[src/sv/cts_pkg.sv]
// package: types, codes and constants of the calculator token scanner
`default_nettype none

package cts_pkg;

    localparam int LINE_BITS_DEF   = 16;
    localparam int QUEUE_DEPTH_DEF = 4;

    localparam int CHAR_W     = 8;
    localparam int KIND_W     = 4;
    localparam int ERR_W      = 2;
    localparam int LINE_NUM_W = 16;
    localparam int KW_W       = 4;

    localparam logic [KIND_W-1:0] KIND_ID      = 4'd0;
    localparam logic [KIND_W-1:0] KIND_LIT     = 4'd1;
    localparam logic [KIND_W-1:0] KIND_READ    = 4'd2;
    localparam logic [KIND_W-1:0] KIND_WRITE   = 4'd3;
    localparam logic [KIND_W-1:0] KIND_BECOMES = 4'd4;
    localparam logic [KIND_W-1:0] KIND_LPAREN  = 4'd5;
    localparam logic [KIND_W-1:0] KIND_RPAREN  = 4'd6;
    localparam logic [KIND_W-1:0] KIND_ADD     = 4'd7;
    localparam logic [KIND_W-1:0] KIND_SUB     = 4'd8;
    localparam logic [KIND_W-1:0] KIND_MUL     = 4'd9;
    localparam logic [KIND_W-1:0] KIND_DIV     = 4'd10;
    localparam logic [KIND_W-1:0] KIND_EOF     = 4'd11;

    localparam logic [ERR_W-1:0] ERR_NONE       = 2'd0;
    localparam logic [ERR_W-1:0] ERR_BAD_ASSIGN = 2'd1;
    localparam logic [ERR_W-1:0] ERR_OPEN_CMT   = 2'd2;
    localparam logic [ERR_W-1:0] ERR_BAD_CHAR   = 2'd3;

    localparam logic [KW_W-1:0] KW_NONE  = 4'd0;
    localparam logic [KW_W-1:0] KW_R1    = 4'd1;
    localparam logic [KW_W-1:0] KW_R2    = 4'd2;
    localparam logic [KW_W-1:0] KW_R3    = 4'd3;
    localparam logic [KW_W-1:0] KW_READ  = 4'd4;
    localparam logic [KW_W-1:0] KW_W1    = 4'd5;
    localparam logic [KW_W-1:0] KW_W2    = 4'd6;
    localparam logic [KW_W-1:0] KW_W3    = 4'd7;
    localparam logic [KW_W-1:0] KW_W4    = 4'd8;
    localparam logic [KW_W-1:0] KW_WRITE = 4'd9;

    localparam logic [CHAR_W-1:0] CH_TAB    = 8'h09;
    localparam logic [CHAR_W-1:0] CH_LF     = 8'h0A;
    localparam logic [CHAR_W-1:0] CH_CR     = 8'h0D;
    localparam logic [CHAR_W-1:0] CH_SPACE  = 8'h20;
    localparam logic [CHAR_W-1:0] CH_LPAREN = 8'h28;
    localparam logic [CHAR_W-1:0] CH_RPAREN = 8'h29;
    localparam logic [CHAR_W-1:0] CH_STAR   = 8'h2A;
    localparam logic [CHAR_W-1:0] CH_PLUS   = 8'h2B;
    localparam logic [CHAR_W-1:0] CH_MINUS  = 8'h2D;
    localparam logic [CHAR_W-1:0] CH_SLASH  = 8'h2F;
    localparam logic [CHAR_W-1:0] CH_0      = 8'h30;
    localparam logic [CHAR_W-1:0] CH_9      = 8'h39;
    localparam logic [CHAR_W-1:0] CH_COLON  = 8'h3A;
    localparam logic [CHAR_W-1:0] CH_EQUAL  = 8'h3D;
    localparam logic [CHAR_W-1:0] CH_UP_A   = 8'h41;
    localparam logic [CHAR_W-1:0] CH_UP_Z   = 8'h5A;
    localparam logic [CHAR_W-1:0] CH_UNDER  = 8'h5F;
    localparam logic [CHAR_W-1:0] CH_LO_A   = 8'h61;
    localparam logic [CHAR_W-1:0] CH_LO_D   = 8'h64;
    localparam logic [CHAR_W-1:0] CH_LO_E   = 8'h65;
    localparam logic [CHAR_W-1:0] CH_LO_I   = 8'h69;
    localparam logic [CHAR_W-1:0] CH_LO_R   = 8'h72;
    localparam logic [CHAR_W-1:0] CH_LO_T   = 8'h74;
    localparam logic [CHAR_W-1:0] CH_LO_W   = 8'h77;
    localparam logic [CHAR_W-1:0] CH_LO_Z   = 8'h7A;

    typedef enum logic [2:0] {
        MODE_IDLE,
        MODE_IDENT,
        MODE_NUMBER,
        MODE_COLON,
        MODE_SLASH,
        MODE_LINEC,
        MODE_BLOCKC
    } t_mode;

    typedef struct packed {
        logic [KIND_W-1:0] kind;
        logic [ERR_W-1:0]  err;
    } t_result;

    // results of one input beat: one or two, all on the same line
    typedef struct packed {
        logic                  two;
        t_result               res0;
        t_result               res1;
        logic [LINE_NUM_W-1:0] line;
    } t_entry;

    typedef struct packed {
        logic   valid;
        t_entry entry;
    } t_push;

    typedef struct packed {
        logic   valid;
        t_entry entry;
    } t_head;

endpackage

`default_nettype wire

[src/sv/cts_in_if.sv]
// character channel interface
`default_nettype none

interface cts_in_if;
    import cts_pkg::*;

    logic              valid;
    logic              ready;
    logic [CHAR_W-1:0] char_code;
    logic              end_of_input;

    modport source (output valid, output char_code, output end_of_input, input ready);
    modport sink (input valid, input char_code, input end_of_input, output ready);
endinterface

`default_nettype wire

[src/sv/cts_out_if.sv]
// token channel interface
`default_nettype none

interface cts_out_if;
    import cts_pkg::*;

    logic                  valid;
    logic                  ready;
    logic [KIND_W-1:0]     token_kind;
    logic [LINE_NUM_W-1:0] token_line;
    logic [ERR_W-1:0]      error_code;
    logic                  last_of_run;

    modport source (
        output valid, output token_kind, output token_line, output error_code,
        output last_of_run, input ready
    );
    modport sink (
        input valid, input token_kind, input token_line, input error_code,
        input last_of_run, output ready
    );
endinterface

`default_nettype wire

[src/sv/cts_front.sv]
// front end: accepts characters, runs the scan state machine, builds result entries
`default_nettype none

module cts_front #(
    parameter int LINE_BITS = cts_pkg::LINE_BITS_DEF
) (
    input  wire           i_clk,
    input  wire           i_rst_n,
    cts_in_if.sink        i_in,
    input  wire           i_q_full,
    output cts_pkg::t_push o_push
);
    import cts_pkg::*;

    typedef struct packed {
        logic              emit;
        t_result           res;
        t_mode             mode;
        logic [KW_W-1:0]   kw;
        logic              bump;
        logic              halt;
    } t_start;

    localparam logic [LINE_BITS-1:0] LINE_ONE = LINE_BITS'(1);
    localparam logic [LINE_BITS-1:0] LINE_MAX = {LINE_BITS{1'b1}};

    t_mode                r_mode, n_mode;
    logic [KW_W-1:0]      r_kw, n_kw;
    logic [LINE_BITS-1:0] r_line, n_line;
    logic                 r_star, n_star;
    logic                 r_halt, n_halt;

    logic [CHAR_W-1:0] c;
    logic              eoi;
    logic              fire;
    logic              is_sp, is_al, is_dg, is_idc;
    logic              pre_emit, do_start, bump;
    t_result           pre_res;
    t_start            st;

    function automatic logic [KW_W-1:0] kw_next(input logic [KW_W-1:0] p,
                                                input logic [CHAR_W-1:0] ch);
        logic [KW_W-1:0] q;
        q = KW_NONE;
        case (p)
            KW_R1:   q = (ch == CH_LO_E) ? KW_R2 : KW_NONE;
            KW_R2:   q = (ch == CH_LO_A) ? KW_R3 : KW_NONE;
            KW_R3:   q = (ch == CH_LO_D) ? KW_READ : KW_NONE;
            KW_W1:   q = (ch == CH_LO_R) ? KW_W2 : KW_NONE;
            KW_W2:   q = (ch == CH_LO_I) ? KW_W3 : KW_NONE;
            KW_W3:   q = (ch == CH_LO_T) ? KW_W4 : KW_NONE;
            KW_W4:   q = (ch == CH_LO_E) ? KW_WRITE : KW_NONE;
            default: q = KW_NONE;
        endcase
        return q;
    endfunction

    function automatic t_start start_token(input logic [CHAR_W-1:0] ch, input logic e,
                                           input logic sp, input logic al, input logic dg);
        t_start s;
        s = '0;
        s.mode = MODE_IDLE;
        s.kw   = KW_NONE;
        s.res  = '{kind: KIND_ID, err: ERR_NONE};
        if (e) begin
            s.emit     = 1'b1;
            s.res.kind = KIND_EOF;
        end else if (sp) begin
            s.bump = (ch == CH_LF);
        end else if (al) begin
            s.mode = MODE_IDENT;
            s.kw   = (ch == CH_LO_R) ? KW_R1 : ((ch == CH_LO_W) ? KW_W1 : KW_NONE);
        end else if (dg) begin
            s.mode = MODE_NUMBER;
        end else begin
            case (ch)
                CH_COLON:  s.mode = MODE_COLON;
                CH_SLASH:  s.mode = MODE_SLASH;
                CH_PLUS:   begin s.emit = 1'b1; s.res.kind = KIND_ADD; end
                CH_MINUS:  begin s.emit = 1'b1; s.res.kind = KIND_SUB; end
                CH_STAR:   begin s.emit = 1'b1; s.res.kind = KIND_MUL; end
                CH_LPAREN: begin s.emit = 1'b1; s.res.kind = KIND_LPAREN; end
                CH_RPAREN: begin s.emit = 1'b1; s.res.kind = KIND_RPAREN; end
                default: begin
                    s.emit    = 1'b1;
                    s.res.err = ERR_BAD_CHAR;
                    s.halt    = 1'b1;
                end
            endcase
        end
        return s;
    endfunction

    assign c   = i_in.char_code;
    assign eoi = i_in.end_of_input;

    assign i_in.ready = !i_q_full;
    assign fire       = i_in.valid && !i_q_full && !r_halt;

    assign is_sp  = (c == CH_SPACE) || (c >= CH_TAB && c <= CH_CR);
    assign is_al  = (c >= CH_UP_A && c <= CH_UP_Z) || (c >= CH_LO_A && c <= CH_LO_Z);
    assign is_dg  = (c >= CH_0 && c <= CH_9);
    assign is_idc = is_al || is_dg || (c == CH_UNDER);

    assign st = start_token(c, eoi, is_sp, is_al, is_dg);

    always_ff @(posedge i_clk) begin
        if (!i_rst_n) begin
            r_mode <= MODE_IDLE;
            r_kw   <= KW_NONE;
            r_line <= LINE_ONE;
            r_star <= 1'b0;
            r_halt <= 1'b0;
        end else if (fire) begin
            r_mode <= n_mode;
            r_kw   <= n_kw;
            r_line <= n_line;
            r_star <= n_star;
            r_halt <= n_halt;
        end
    end

    always_comb begin
        n_mode   = r_mode;
        n_kw     = r_kw;
        n_star   = r_star;
        n_halt   = r_halt;
        pre_emit = 1'b0;
        pre_res  = '{kind: KIND_ID, err: ERR_NONE};
        do_start = 1'b0;
        bump     = 1'b0;

        case (r_mode)
            MODE_IDENT: begin
                if (!eoi && is_idc) begin
                    n_kw = kw_next(r_kw, c);
                end else begin
                    pre_emit     = 1'b1;
                    pre_res.kind = (r_kw == KW_READ) ? KIND_READ :
                                   ((r_kw == KW_WRITE) ? KIND_WRITE : KIND_ID);
                    do_start     = 1'b1;
                end
            end
            MODE_NUMBER: begin
                if (eoi || !is_dg) begin
                    pre_emit     = 1'b1;
                    pre_res.kind = KIND_LIT;
                    do_start     = 1'b1;
                end
            end
            MODE_COLON: begin
                pre_emit = 1'b1;
                n_mode   = MODE_IDLE;
                if (!eoi && c == CH_EQUAL) begin
                    pre_res.kind = KIND_BECOMES;
                end else begin
                    pre_res.err = ERR_BAD_ASSIGN;
                    n_halt      = 1'b1;
                end
            end
            MODE_SLASH: begin
                if (!eoi && c == CH_SLASH) begin
                    n_mode = MODE_LINEC;
                end else if (!eoi && c == CH_STAR) begin
                    n_mode = MODE_BLOCKC;
                    n_star = 1'b0;
                end else begin
                    pre_emit     = 1'b1;
                    pre_res.kind = KIND_DIV;
                    do_start     = 1'b1;
                end
            end
            MODE_LINEC: begin
                do_start = eoi || (c == CH_LF);
            end
            MODE_BLOCKC: begin
                if (eoi) begin
                    pre_emit    = 1'b1;
                    pre_res.err = ERR_OPEN_CMT;
                    n_halt      = 1'b1;
                    n_mode      = MODE_IDLE;
                end else if (r_star && c == CH_SLASH) begin
                    n_star = 1'b0;
                    n_mode = MODE_IDLE;
                end else begin
                    bump   = (c == CH_LF);
                    n_star = (c == CH_STAR);
                end
            end
            default: begin
                do_start = 1'b1;
            end
        endcase

        if (do_start) begin
            n_mode = st.mode;
            n_kw   = st.kw;
            bump   = st.bump;
            if (st.halt) begin
                n_halt = 1'b1;
            end
        end

        n_line = (bump && r_line != LINE_MAX) ? r_line + LINE_ONE : r_line;

        o_push.valid            = fire && (pre_emit || (do_start && st.emit));
        o_push.entry.two        = pre_emit && do_start && st.emit;
        o_push.entry.res0       = pre_emit ? pre_res : st.res;
        o_push.entry.res1       = st.res;
        o_push.entry.line       = LINE_NUM_W'(r_line);
    end

endmodule

`default_nettype wire

[src/sv/cts_queue.sv]
// short queue of result entries between front and back
`default_nettype none

module cts_queue #(
    parameter int DEPTH = cts_pkg::QUEUE_DEPTH_DEF
) (
    input  wire                 i_clk,
    input  wire                 i_rst_n,
    input  wire cts_pkg::t_push i_push,
    input  wire                 i_pop,
    output logic                o_full,
    output cts_pkg::t_head      o_head
);
    import cts_pkg::*;

    localparam int PTR_W = (DEPTH > 1) ? $clog2(DEPTH) : 1;
    localparam int CNT_W = $clog2(DEPTH + 1);
    localparam logic [PTR_W-1:0] PTR_LAST = PTR_W'(DEPTH - 1);
    localparam logic [CNT_W-1:0] CNT_FULL = CNT_W'(DEPTH);
    localparam logic [CNT_W-1:0] CNT_ONE  = CNT_W'(1);

    t_entry           r_mem [DEPTH];
    logic [PTR_W-1:0] r_wr, n_wr;
    logic [PTR_W-1:0] r_rd, n_rd;
    logic [CNT_W-1:0] r_cnt, n_cnt;
    logic             do_push, do_pop;

    assign o_full       = (r_cnt == CNT_FULL);
    assign o_head.valid = (r_cnt != '0);
    assign o_head.entry = r_mem[r_rd];

    assign do_push = i_push.valid && !o_full;
    assign do_pop  = i_pop && o_head.valid;

    always_comb begin
        n_wr  = r_wr;
        n_rd  = r_rd;
        n_cnt = r_cnt;
        if (do_push) begin
            n_wr = (r_wr == PTR_LAST) ? '0 : r_wr + PTR_W'(1);
        end
        if (do_pop) begin
            n_rd = (r_rd == PTR_LAST) ? '0 : r_rd + PTR_W'(1);
        end
        if (do_push && !do_pop) begin
            n_cnt = r_cnt + CNT_ONE;
        end else if (do_pop && !do_push) begin
            n_cnt = r_cnt - CNT_ONE;
        end
    end

    always_ff @(posedge i_clk) begin
        if (!i_rst_n) begin
            r_wr  <= '0;
            r_rd  <= '0;
            r_cnt <= '0;
        end else begin
            r_wr  <= n_wr;
            r_rd  <= n_rd;
            r_cnt <= n_cnt;
        end
    end

    always_ff @(posedge i_clk) begin
        if (do_push) begin
            r_mem[r_wr] <= i_push.entry;
        end
    end

endmodule

`default_nettype wire

[src/sv/cts_back.sv]
// back end: output register that hands out the results of each entry one beat at a time
`default_nettype none

module cts_back (
    input  wire                 i_clk,
    input  wire                 i_rst_n,
    input  wire cts_pkg::t_head i_head,
    output logic                o_pop,
    cts_out_if.source           o_out
);
    import cts_pkg::*;

    logic    r_valid;
    logic    r_sel;
    t_entry  r_ent;
    logic    take, last_cur, free;
    t_result cur;

    assign take     = r_valid && o_out.ready;
    assign last_cur = r_sel || !r_ent.two;
    assign free     = !r_valid || (take && last_cur);
    assign o_pop    = free && i_head.valid;

    assign cur               = r_sel ? r_ent.res1 : r_ent.res0;
    assign o_out.valid       = r_valid;
    assign o_out.token_kind  = cur.kind;
    assign o_out.error_code  = cur.err;
    assign o_out.token_line  = r_ent.line;
    assign o_out.last_of_run = last_cur;

    always_ff @(posedge i_clk) begin
        if (!i_rst_n) begin
            r_valid <= 1'b0;
            r_sel   <= 1'b0;
        end else if (o_pop) begin
            r_valid <= 1'b1;
            r_sel   <= 1'b0;
        end else if (free) begin
            r_valid <= 1'b0;
            r_sel   <= 1'b0;
        end else if (take) begin
            r_sel   <= 1'b1;
        end
    end

    always_ff @(posedge i_clk) begin
        if (o_pop) begin
            r_ent <= i_head.entry;
        end
    end

endmodule

`default_nettype wire

[src/sv/calculator_token_scanner.sv]
// top level of the calculator token scanner
//
//  channel   dir   beat payload
//  i_in      in    char_code[7:0], end_of_input
//  o_out     out   token_kind[3:0], token_line[15:0], error_code[1:0], last_of_run
//
// one character beat per cycle enters the scan state machine in the front end while the queue is not full
// each character beat makes zero, one or two token beats; two-token entries are handed out
// one token beat at a time, so the sustained rate is one character per cycle until the queue fills
// reset is synchronous, with no clearing pass
// the front stalls only when the queue is full; the output register stalls on o_out.ready
// after an error beat every character beat is taken and dropped until reset
`default_nettype none

module calculator_token_scanner #(
    parameter int LINE_BITS   = cts_pkg::LINE_BITS_DEF,
    parameter int QUEUE_DEPTH = cts_pkg::QUEUE_DEPTH_DEF
) (
    input  wire       i_clk,
    input  wire       i_rst_n,
    cts_in_if.sink    i_in,
    cts_out_if.source o_out
);
    import cts_pkg::*;

    t_push push;
    t_head head;
    logic  q_full;
    logic  pop;

    cts_front #(
        .LINE_BITS(LINE_BITS)
    ) u_front (
        .i_clk    (i_clk),
        .i_rst_n  (i_rst_n),
        .i_in     (i_in),
        .i_q_full (q_full),
        .o_push   (push)
    );

    cts_queue #(
        .DEPTH(QUEUE_DEPTH)
    ) u_queue (
        .i_clk   (i_clk),
        .i_rst_n (i_rst_n),
        .i_push  (push),
        .i_pop   (pop),
        .o_full  (q_full),
        .o_head  (head)
    );

    cts_back u_back (
        .i_clk   (i_clk),
        .i_rst_n (i_rst_n),
        .i_head  (head),
        .o_pop   (pop),
        .o_out   (o_out)
    );

endmodule

`default_nettype wire

[src/flat_wrapper.sv]
// flat-port wrapper written by rule: the top's interface ports become plain ports
module calculator_token_scanner_flat import cts_pkg::*;
#(
    parameter int LINE_BITS   = cts_pkg::LINE_BITS_DEF,
    parameter int QUEUE_DEPTH = cts_pkg::QUEUE_DEPTH_DEF
)
  (i_clk, i_rst_n, i_in_valid, i_in_char_code, i_in_end_of_input, i_in_ready, o_out_valid, o_out_token_kind, o_out_token_line, o_out_error_code, o_out_last_of_run, o_out_ready);
  cts_in_if i_in_i ();
  cts_out_if o_out_i ();
  input  wire i_clk;
  input  wire i_rst_n;
  input wire logic [$bits(i_in_i.valid)-1:0] i_in_valid;
  input wire logic [$bits(i_in_i.char_code)-1:0] i_in_char_code;
  input wire logic [$bits(i_in_i.end_of_input)-1:0] i_in_end_of_input;
  output wire logic [$bits(i_in_i.ready)-1:0] i_in_ready;
  output wire logic [$bits(o_out_i.valid)-1:0] o_out_valid;
  output wire logic [$bits(o_out_i.token_kind)-1:0] o_out_token_kind;
  output wire logic [$bits(o_out_i.token_line)-1:0] o_out_token_line;
  output wire logic [$bits(o_out_i.error_code)-1:0] o_out_error_code;
  output wire logic [$bits(o_out_i.last_of_run)-1:0] o_out_last_of_run;
  input wire logic [$bits(o_out_i.ready)-1:0] o_out_ready;
  assign i_in_i.valid = i_in_valid;
  assign i_in_i.char_code = i_in_char_code;
  assign i_in_i.end_of_input = i_in_end_of_input;
  assign i_in_ready = i_in_i.ready;
  assign o_out_valid = o_out_i.valid;
  assign o_out_token_kind = o_out_i.token_kind;
  assign o_out_token_line = o_out_i.token_line;
  assign o_out_error_code = o_out_i.error_code;
  assign o_out_last_of_run = o_out_i.last_of_run;
  assign o_out_i.ready = o_out_ready;
  calculator_token_scanner #(.LINE_BITS(LINE_BITS), .QUEUE_DEPTH(QUEUE_DEPTH)) u_core (.i_clk(i_clk), .i_rst_n(i_rst_n), .i_in(i_in_i), .o_out(o_out_i));
endmodule
[config.mk]
export PLATFORM = sky130hd
export DESIGN_NAME = calculator_token_scanner_flat
export DESIGN_NICKNAME = d
export VERILOG_FILES = /design/src/sv/cts_pkg.sv /design/src/sv/cts_in_if.sv /design/src/sv/cts_out_if.sv /design/src/sv/cts_front.sv /design/src/sv/cts_queue.sv /design/src/sv/cts_back.sv /design/src/sv/calculator_token_scanner.sv /design/src/flat_wrapper.sv
export SDC_FILE = /design/constraint.sdc
export NUM_CORES = 1
export LEC_CHECK = 0
export BUFFER_PORTS_ARGS = -buffer_cell sky130_fd_sc_hd__buf_4
export CAP_MARGIN = 15
export CORE_UTILIZATION = 50
export DETAILED_ROUTE_END_ITERATION = 6
export PLACE_DENSITY = 0.69
export SYNTH_ARGS = -nofsm -noshare
export SYNTH_HDL_FRONTEND = slang
export SYNTH_SLANG_ARGS = --single-unit
[constraint.sdc]
create_clock -name i_clk -period 4.11 [get_ports i_clk]
set_input_delay 0.2055 -clock i_clk [delete_from_list [all_inputs] [get_ports i_clk]]
set_output_delay 0.2055 -clock i_clk [all_outputs]
set_load 0.05 [all_outputs]
==> impl_metrics.tcl, run 1 <==
set metrics [dict create \
    outcome "complete, but fails checks" \
    path_max_fanout 17 \
    ys_ff_latch 174 \
    avgSynthCellArea_um2 14.2 \
    grt_usage_pct 20.3 \
    synth.area.mux_share_pct 9.49 \
    rows 44 \
    ys.flop_type "edfxtp_1" \
    crit_family "simple AND/OR/NAND/NOR gates" \
    crit_type "reg2reg" \
    synth_top_family_by_area "simple AND/OR/NAND/NOR gates" \
    grt-ovfl-total 0 \
    antenna_found_initial 0 \
    period_share_pct 80.5 \
    drv_cap 0 \
    violations "design-rule violations" \
    die_w_um 126 \
    core_um2 14800 \
    dpl_cell_area_um2 8020 \
    power.internal_mw 4.34 \
    synthesis.yosys.warnings 0 \
    yosysUniqueCellTypes 72 \
    wl_per_cell_um 20.0 \
    hp-class "in2reg" \
    path_buf_inv 2 \
    arrival_ns 3.43 \
    routed_wl_um 15200 \
    synthSimpleGateAreaFrac_pct 11.8 \
    fin_crit_ns 3.31 \
    grt_pass1_vias 4473 \
    cp_common_cell "buf_4" \
    port_buffers 37 \
    ir_worst_vdd_mv 0.338 \
    worstMarginPinSlew_ns 1.00 \
    globalRouteMet3Util_pct 4.25 \
    grtUsageMet1_pct 26.0 \
    layout_common_cells "edfxtp_1, buf_4, nand2_1, dfxtp_1, mux4_2" \
    p_clk_share_pct 23.1 \
    finalHoldWorstSlack_ns 0.0971 \
    synth-async-reset-ratio_pct 0 \
    gr-usage-met2_pct 34.7 \
    gp_congestion 0.897 \
    viasPerCell 5.98 \
    ys_seq_area_share_pct 63.9 \
    area_growth_pct 12.3 \
    gr-max-usage-layer "met2" \
    slew_headroom_pct 33.4 \
    slew_violations 0 \
    clock_path_buffers 2 \
    setup-violations-final 0 \
    cts_buffers 17 \
    worstPathRequired_ns 4.23 \
    swShare_pct 35.3 \
    clkTransAtPathRegs_ns 0.06 \
    placed_cells 731 \
    synth-compound-area-share_pct 8.88 \
    cts_setup_buffers 0 \
    nNetsFinal 587 \
    finalInstanceArea_um2 8590 \
    switchingPower_mw 2.36 \
    grt_pass1_wl_um 24200 \
    vias 4564 \
    stdcell_count 763 \
    antenna_cells 0 \
    dp_hpwl_um 10200 \
    initial_core_util_pct 51.8 \
    synthesis.nets 561 \
    drtIter0Drc 421 \
    synth-xor-area-share_pct 0.687 \
    max_stage_delay_ns 0.88 \
    power.leakage_nw 2.79 \
    path_cells "nor2b_1, nand2_1, o211ai_1, a31oi_1, buf_4, o22ai_1, and2_1, buf_4" \
    detail-route-antenna-nets 0 \
    cp_slowest_cell "and2_1" \
    cts_tree "yes" \
    drive_gt1_share_pct 22.1 \
    fmax_ghz 0.302 \
    n_fill_cell 1168 \
    first_pass_iters 7 \
    die_y_um 126 \
    comb_power_share_pct 33.9 \
    cts_root_buf "clkbuf_16" \
    skew_ns 0.00828 \
    cts_max_level 4 \
    cellPowerDensity_nw_per_um2 780 \
    power.share.sequential_pct 42.9 \
    end_kind "flop" \
    start_kind "flop" \
    cts.sinks 174 \
    synth_edf_count 140 \
    finalSetupTns_ns 0 \
    syn_area_um2 7650 \
    rsz0062_at_grt "no" \
    post-route-drc-count 9 \
    clkLatencyLatePin_ns 0.42 \
    synthCells 540 \
    ioPinCount 38 \
    final_common_cell "edfxtp_1" \
    holdBufCountCts 0 \
    cts_resized 0 \
    finalHoldViolations 0 \
    dieArea_um2 15800 \
    synth_fa_ha_area_share_pct 1.41 \
    grt_max_degree 31 \
]
==> per-layer routing <==
layer | wire length (µm) | part of all wire [%]
met1 | 6720 | 44
met2 | 7780 | 51
met3 | 527 | 3.5
met4 | 211 | 1.4
met5 | 0 | 0
==> logic make-up (layout without fill, tap and decap cells) <==
group	after synthesis	after routing
adder cells (fa/ha/maj)	8	8
AO/OA/AOI/OAI	95	95
XOR/XNOR	6	6
flip-flops	174	174
AND/OR/NAND/NOR	163	163
multiplexers	37	37
buffers and inverters	57	96
==> state kept, by name, summed over array words and instances (netlist names), 3 cells and up <==
name / cells
u_core.u_front.r_line: 16
u_core.u_back.o_out.token_line: 16
u_core.u_queue.r_mem: 112
u_core.u_front.r_kw: 4
u_core.u_back.r_ent: 12
u_core.u_front.r_mode: 3
u_core.u_queue.r_cnt: 3
==> metrics by stage <==
step | setup WS (ns) | utilization [%] | total power [mW]
after CTS | 0.818 | 58.2 | 6.76
final | 0.802 | 58.2 | 6.70
after detailed placement | 0.556 | 54.4 | 5.21
after global placement | 0.720 | 54.4 | 5.13
after global routing | 0.532 | 58.2 | 7.02
after floorplan | 0.0585 | - | 4.62
==> power by group through the flow <==
stage                     sequential (mW)  clock (mW)  combinational [mW]
final                                2.88        1.55                2.27
after CTS                            2.89        1.57                2.30
after global placement               2.90           0                2.24
after floorplan                      2.75           0                1.87
after global routing                 2.93        1.64                2.45
after detailed placement             2.92           0                2.29
==> final cells by class <==
type                    count  area [µm²]  area share [%]
inverters                  16        60.1           0.699
clock buffers              19         433            5.04
well taps                 184         230            2.68
clock inverters            13         136            1.59
flip-flops and latches    174        4890            56.9
multi-input cells         309        2480            28.9
repair buffers             48         360            4.20
==> worst register-to-register path, cell delays in order, from the launching register on <==
cell and delay, ns:
dfxtp_1 0.47, nor2b_1 0.22, nand2_1 0.15, o211ai_1 0.22, a31oi_1 0.06, buf_4 0.18
o22ai_1 0.52, and2_1 0.88, buf_4 0.33
==> synthesized netlist by cell type, drive strengths merged, types with 8 or more instances <==
master	n	area, µm²
nand3	16	80.1
a21oi	23	115
o31ai	9	81.3
o21ai	27	139
nor2	27	104
nand2b	9	56.3
mux4	28	631
or4	8	67.6
buf	25	173
inv	16	60.1
edfxtp	140	4200
nand2	39	146
dfxtp	34	681
clkbuf	16	60.1
nor3	10	50.1
==> path summary, 6_finish.rpt <==
path                                               start                         end  slack, ns  cells past startpoint
worst max-delay path            u_core.u_front.r_mode[2]  u_core.u_queue.r_mem[1][7]       0.80                      8
worst min-delay path                             i_rst_n    u_core.u_front.r_line[0]        0.1                      2
worst max register to register  u_core.u_front.r_mode[2]  u_core.u_queue.r_mem[1][7]       0.80                      8
worst min register to register     u_core.u_front.r_halt       u_core.u_front.r_halt       0.48                      2
(Power assumes the default switching activity.)
==> inputs of run 2 (changes only) <==
PLACE_DENSITY = 0.72   (was 0.69)
clock period = 2.7 ns   (was 4.11 ns; I/O delays follow)
==> impl_metrics.tcl, run 2 (synthesis results as in run 1) <==
set metrics [dict create \
    dp_hpwl_um 10200 \
    finalHoldViolations 0 \
    arrival_ns 2.92 \
    cellPowerDensity_nw_per_um2 1170 \
    cts_root_buf "clkbuf_16" \
    r2r_setup_slack_ns 0.12 \
    vias 4744 \
    largest_reg_flops 112 \
    finalInstanceArea_um2 8990 \
    clkTransAtPathRegs_ns 0.07 \
    ioPinCount 38 \
    r2r_cells 12 \
    routed_wl_um 15400 \
    grt-ovfl-total 0 \
    die_w_um 126 \
    drive_gt1_share_pct 29.4 \
    fin_crit_ns 2.58 \
    crit_type "reg2reg" \
    path_max_fanout 6 \
    cts_max_level 4 \
    gp_congestion 0.925 \
    top_register "u_core.u_queue.r_mem" \
    clock_path_buffers 2 \
    power.leakage_nw 2.99 \
    rr_endpoint "u_core.u_queue.r_cnt[2]" \
    dpl_cell_area_um2 8410 \
    end_kind "flop" \
    viasPerCell 5.96 \
    grt_usage_pct 21.0 \
    detail-route-antenna-nets 0 \
    initial_core_util_pct 51.8 \
    start_kind "flop" \
    slew_violations 0 \
    first_pass_iters 7 \
    core_um2 14800 \
    r2r_start "u_core.u_front.r_mode[2]" \
    cts_setup_buffers 0 \
    wl_per_cell_um 19.3 \
    dieArea_um2 15800 \
    clkLatencyLatePin_ns 0.43 \
    grt_max_degree 30 \
    rsz0062_at_grt "no" \
    endpoint "u_core.u_queue.r_cnt[2]" \
    violations "design-rule violations" \
    rows 44 \
    drv_cap 0 \
    die_y_um 126 \
    cts.sinks 174 \
    antenna_cells 0 \
    grt_pass1_wl_um 25000 \
    period_share_pct 95.4 \
    worstMarginPinSlew_ns 0.836 \
    cts_buffers 17 \
    port_buffers 37 \
    worstPathRequired_ns 3.05 \
    area_growth_pct 17.5 \
    post-route-drc-count 5 \
    antenna_found_initial 0 \
    cts_tree "yes" \
    layout_common_cells "edfxtp_1, buf_4, nand2_1, dfxtp_1, mux4_2" \
    outcome "complete, but fails checks" \
    skew_ns 0.00839 \
    nNetsFinal 620 \
    slew_headroom_pct 43.7 \
    hp-class "in2reg" \
    crit_start "u_core.u_front.r_mode[2]" \
    final_common_cell "edfxtp_1" \
    grt_pass1_vias 4775 \
    drtIter0Drc 360 \
    ir_worst_vdd_mv 0.549 \
    setup-violations-final 0 \
    fmax_ghz 0.388 \
    finalHoldWorstSlack_ns 0.0201 \
]
## run 2: cell count changes in the layout (fill, tap and decap cells not counted), sizes merged
cell | previous run | this run
inv | 21 | 24
clkinvlp | 2 | 0
clkinv | 4 | 6
bufinv | 2 | 0
clkbuf | 19 | 18
buf | 48 | 81
## run 2: power breakdown
part | switching, mW | internal (mW)
Combinational | 2.40 | 1.54
Sequential | 0.311 | 3.95
Clock | 1.07 | 1.24
## run 2: worst max-delay path, cell delays in order, from the launching register on
cell and delay (ns):
dfxtp_2 0.34, buf_4 0.16, nor2_2 0.13, o311ai_2 0.15, o211ai_1 0.21, a31oi_4 0.07
o22ai_4 0.20, ha_2 0.20, inv_1 0.06, fa_2 0.38, xor2_1 0.16, or3_1 0.32
a21oi_1 0.12
## run 2: routing by layer
metal | vias up | GRT usage (%) | part of all wire (%)
li1 | 2216 | - | -
met3 | 22 | 4.50 | 3.9
met5 | - | 0 | 0
met4 | 0 | 8.82 | 2.1
met2 | 132 | 35.3 | 51
met1 | 2374 | 26.4 | 43
## run 2: timing repair
item | in CTS | in global routing
endpoints found under the setup margin | 0 | 1
hold buffers | 0 | 0
gates resized for setup | 0 | 8
## run 2: worst min path at each step
stage | startpoint | to | slack [ns] | cells after the start
global placement | i_rst_n | u_core.u_front.r_line[0] | 0.44 | 2
global route | i_rst_n | u_core.u_front.r_line[0] | 0.03 | 2
floorplan | i_rst_n | u_core.u_front.r_line[4] | 0.28 | 2
detailed placement | i_rst_n | u_core.u_front.r_line[0] | 0.46 | 2
finish | i_rst_n | u_core.u_front.r_line[0] | 0.02 | 2
CTS | i_rst_n | u_core.u_front.r_line[0] | 0.009 | 2
## run 2: area by class of cell
class	count	area, µm²
clock buffers	18	439
clock inverters	14	126
fillers	1114	5770
inverters	16	60.1
multi-input cells	309	2560
flip-flops and latches	174	4890
well taps	184	230
repair buffers	81	683
## run 2: metrics by stage
step,utilization [%],setup WS (ns),instances,power (mW),setup TNS (ns)
3_3_place_gp,57.0,-0.0279,764,8.15,-0.0335
4_1_cts,60.8,0.0689,796,10.6,0
2_1_floorplan,-,0.00165,540,7.14,0
3_5_place_dp,57.0,-0.129,764,8.25,-0.292
6_report,60.9,0.124,796,10.5,0
5_1_grt,60.9,0.00441,796,11.0,0
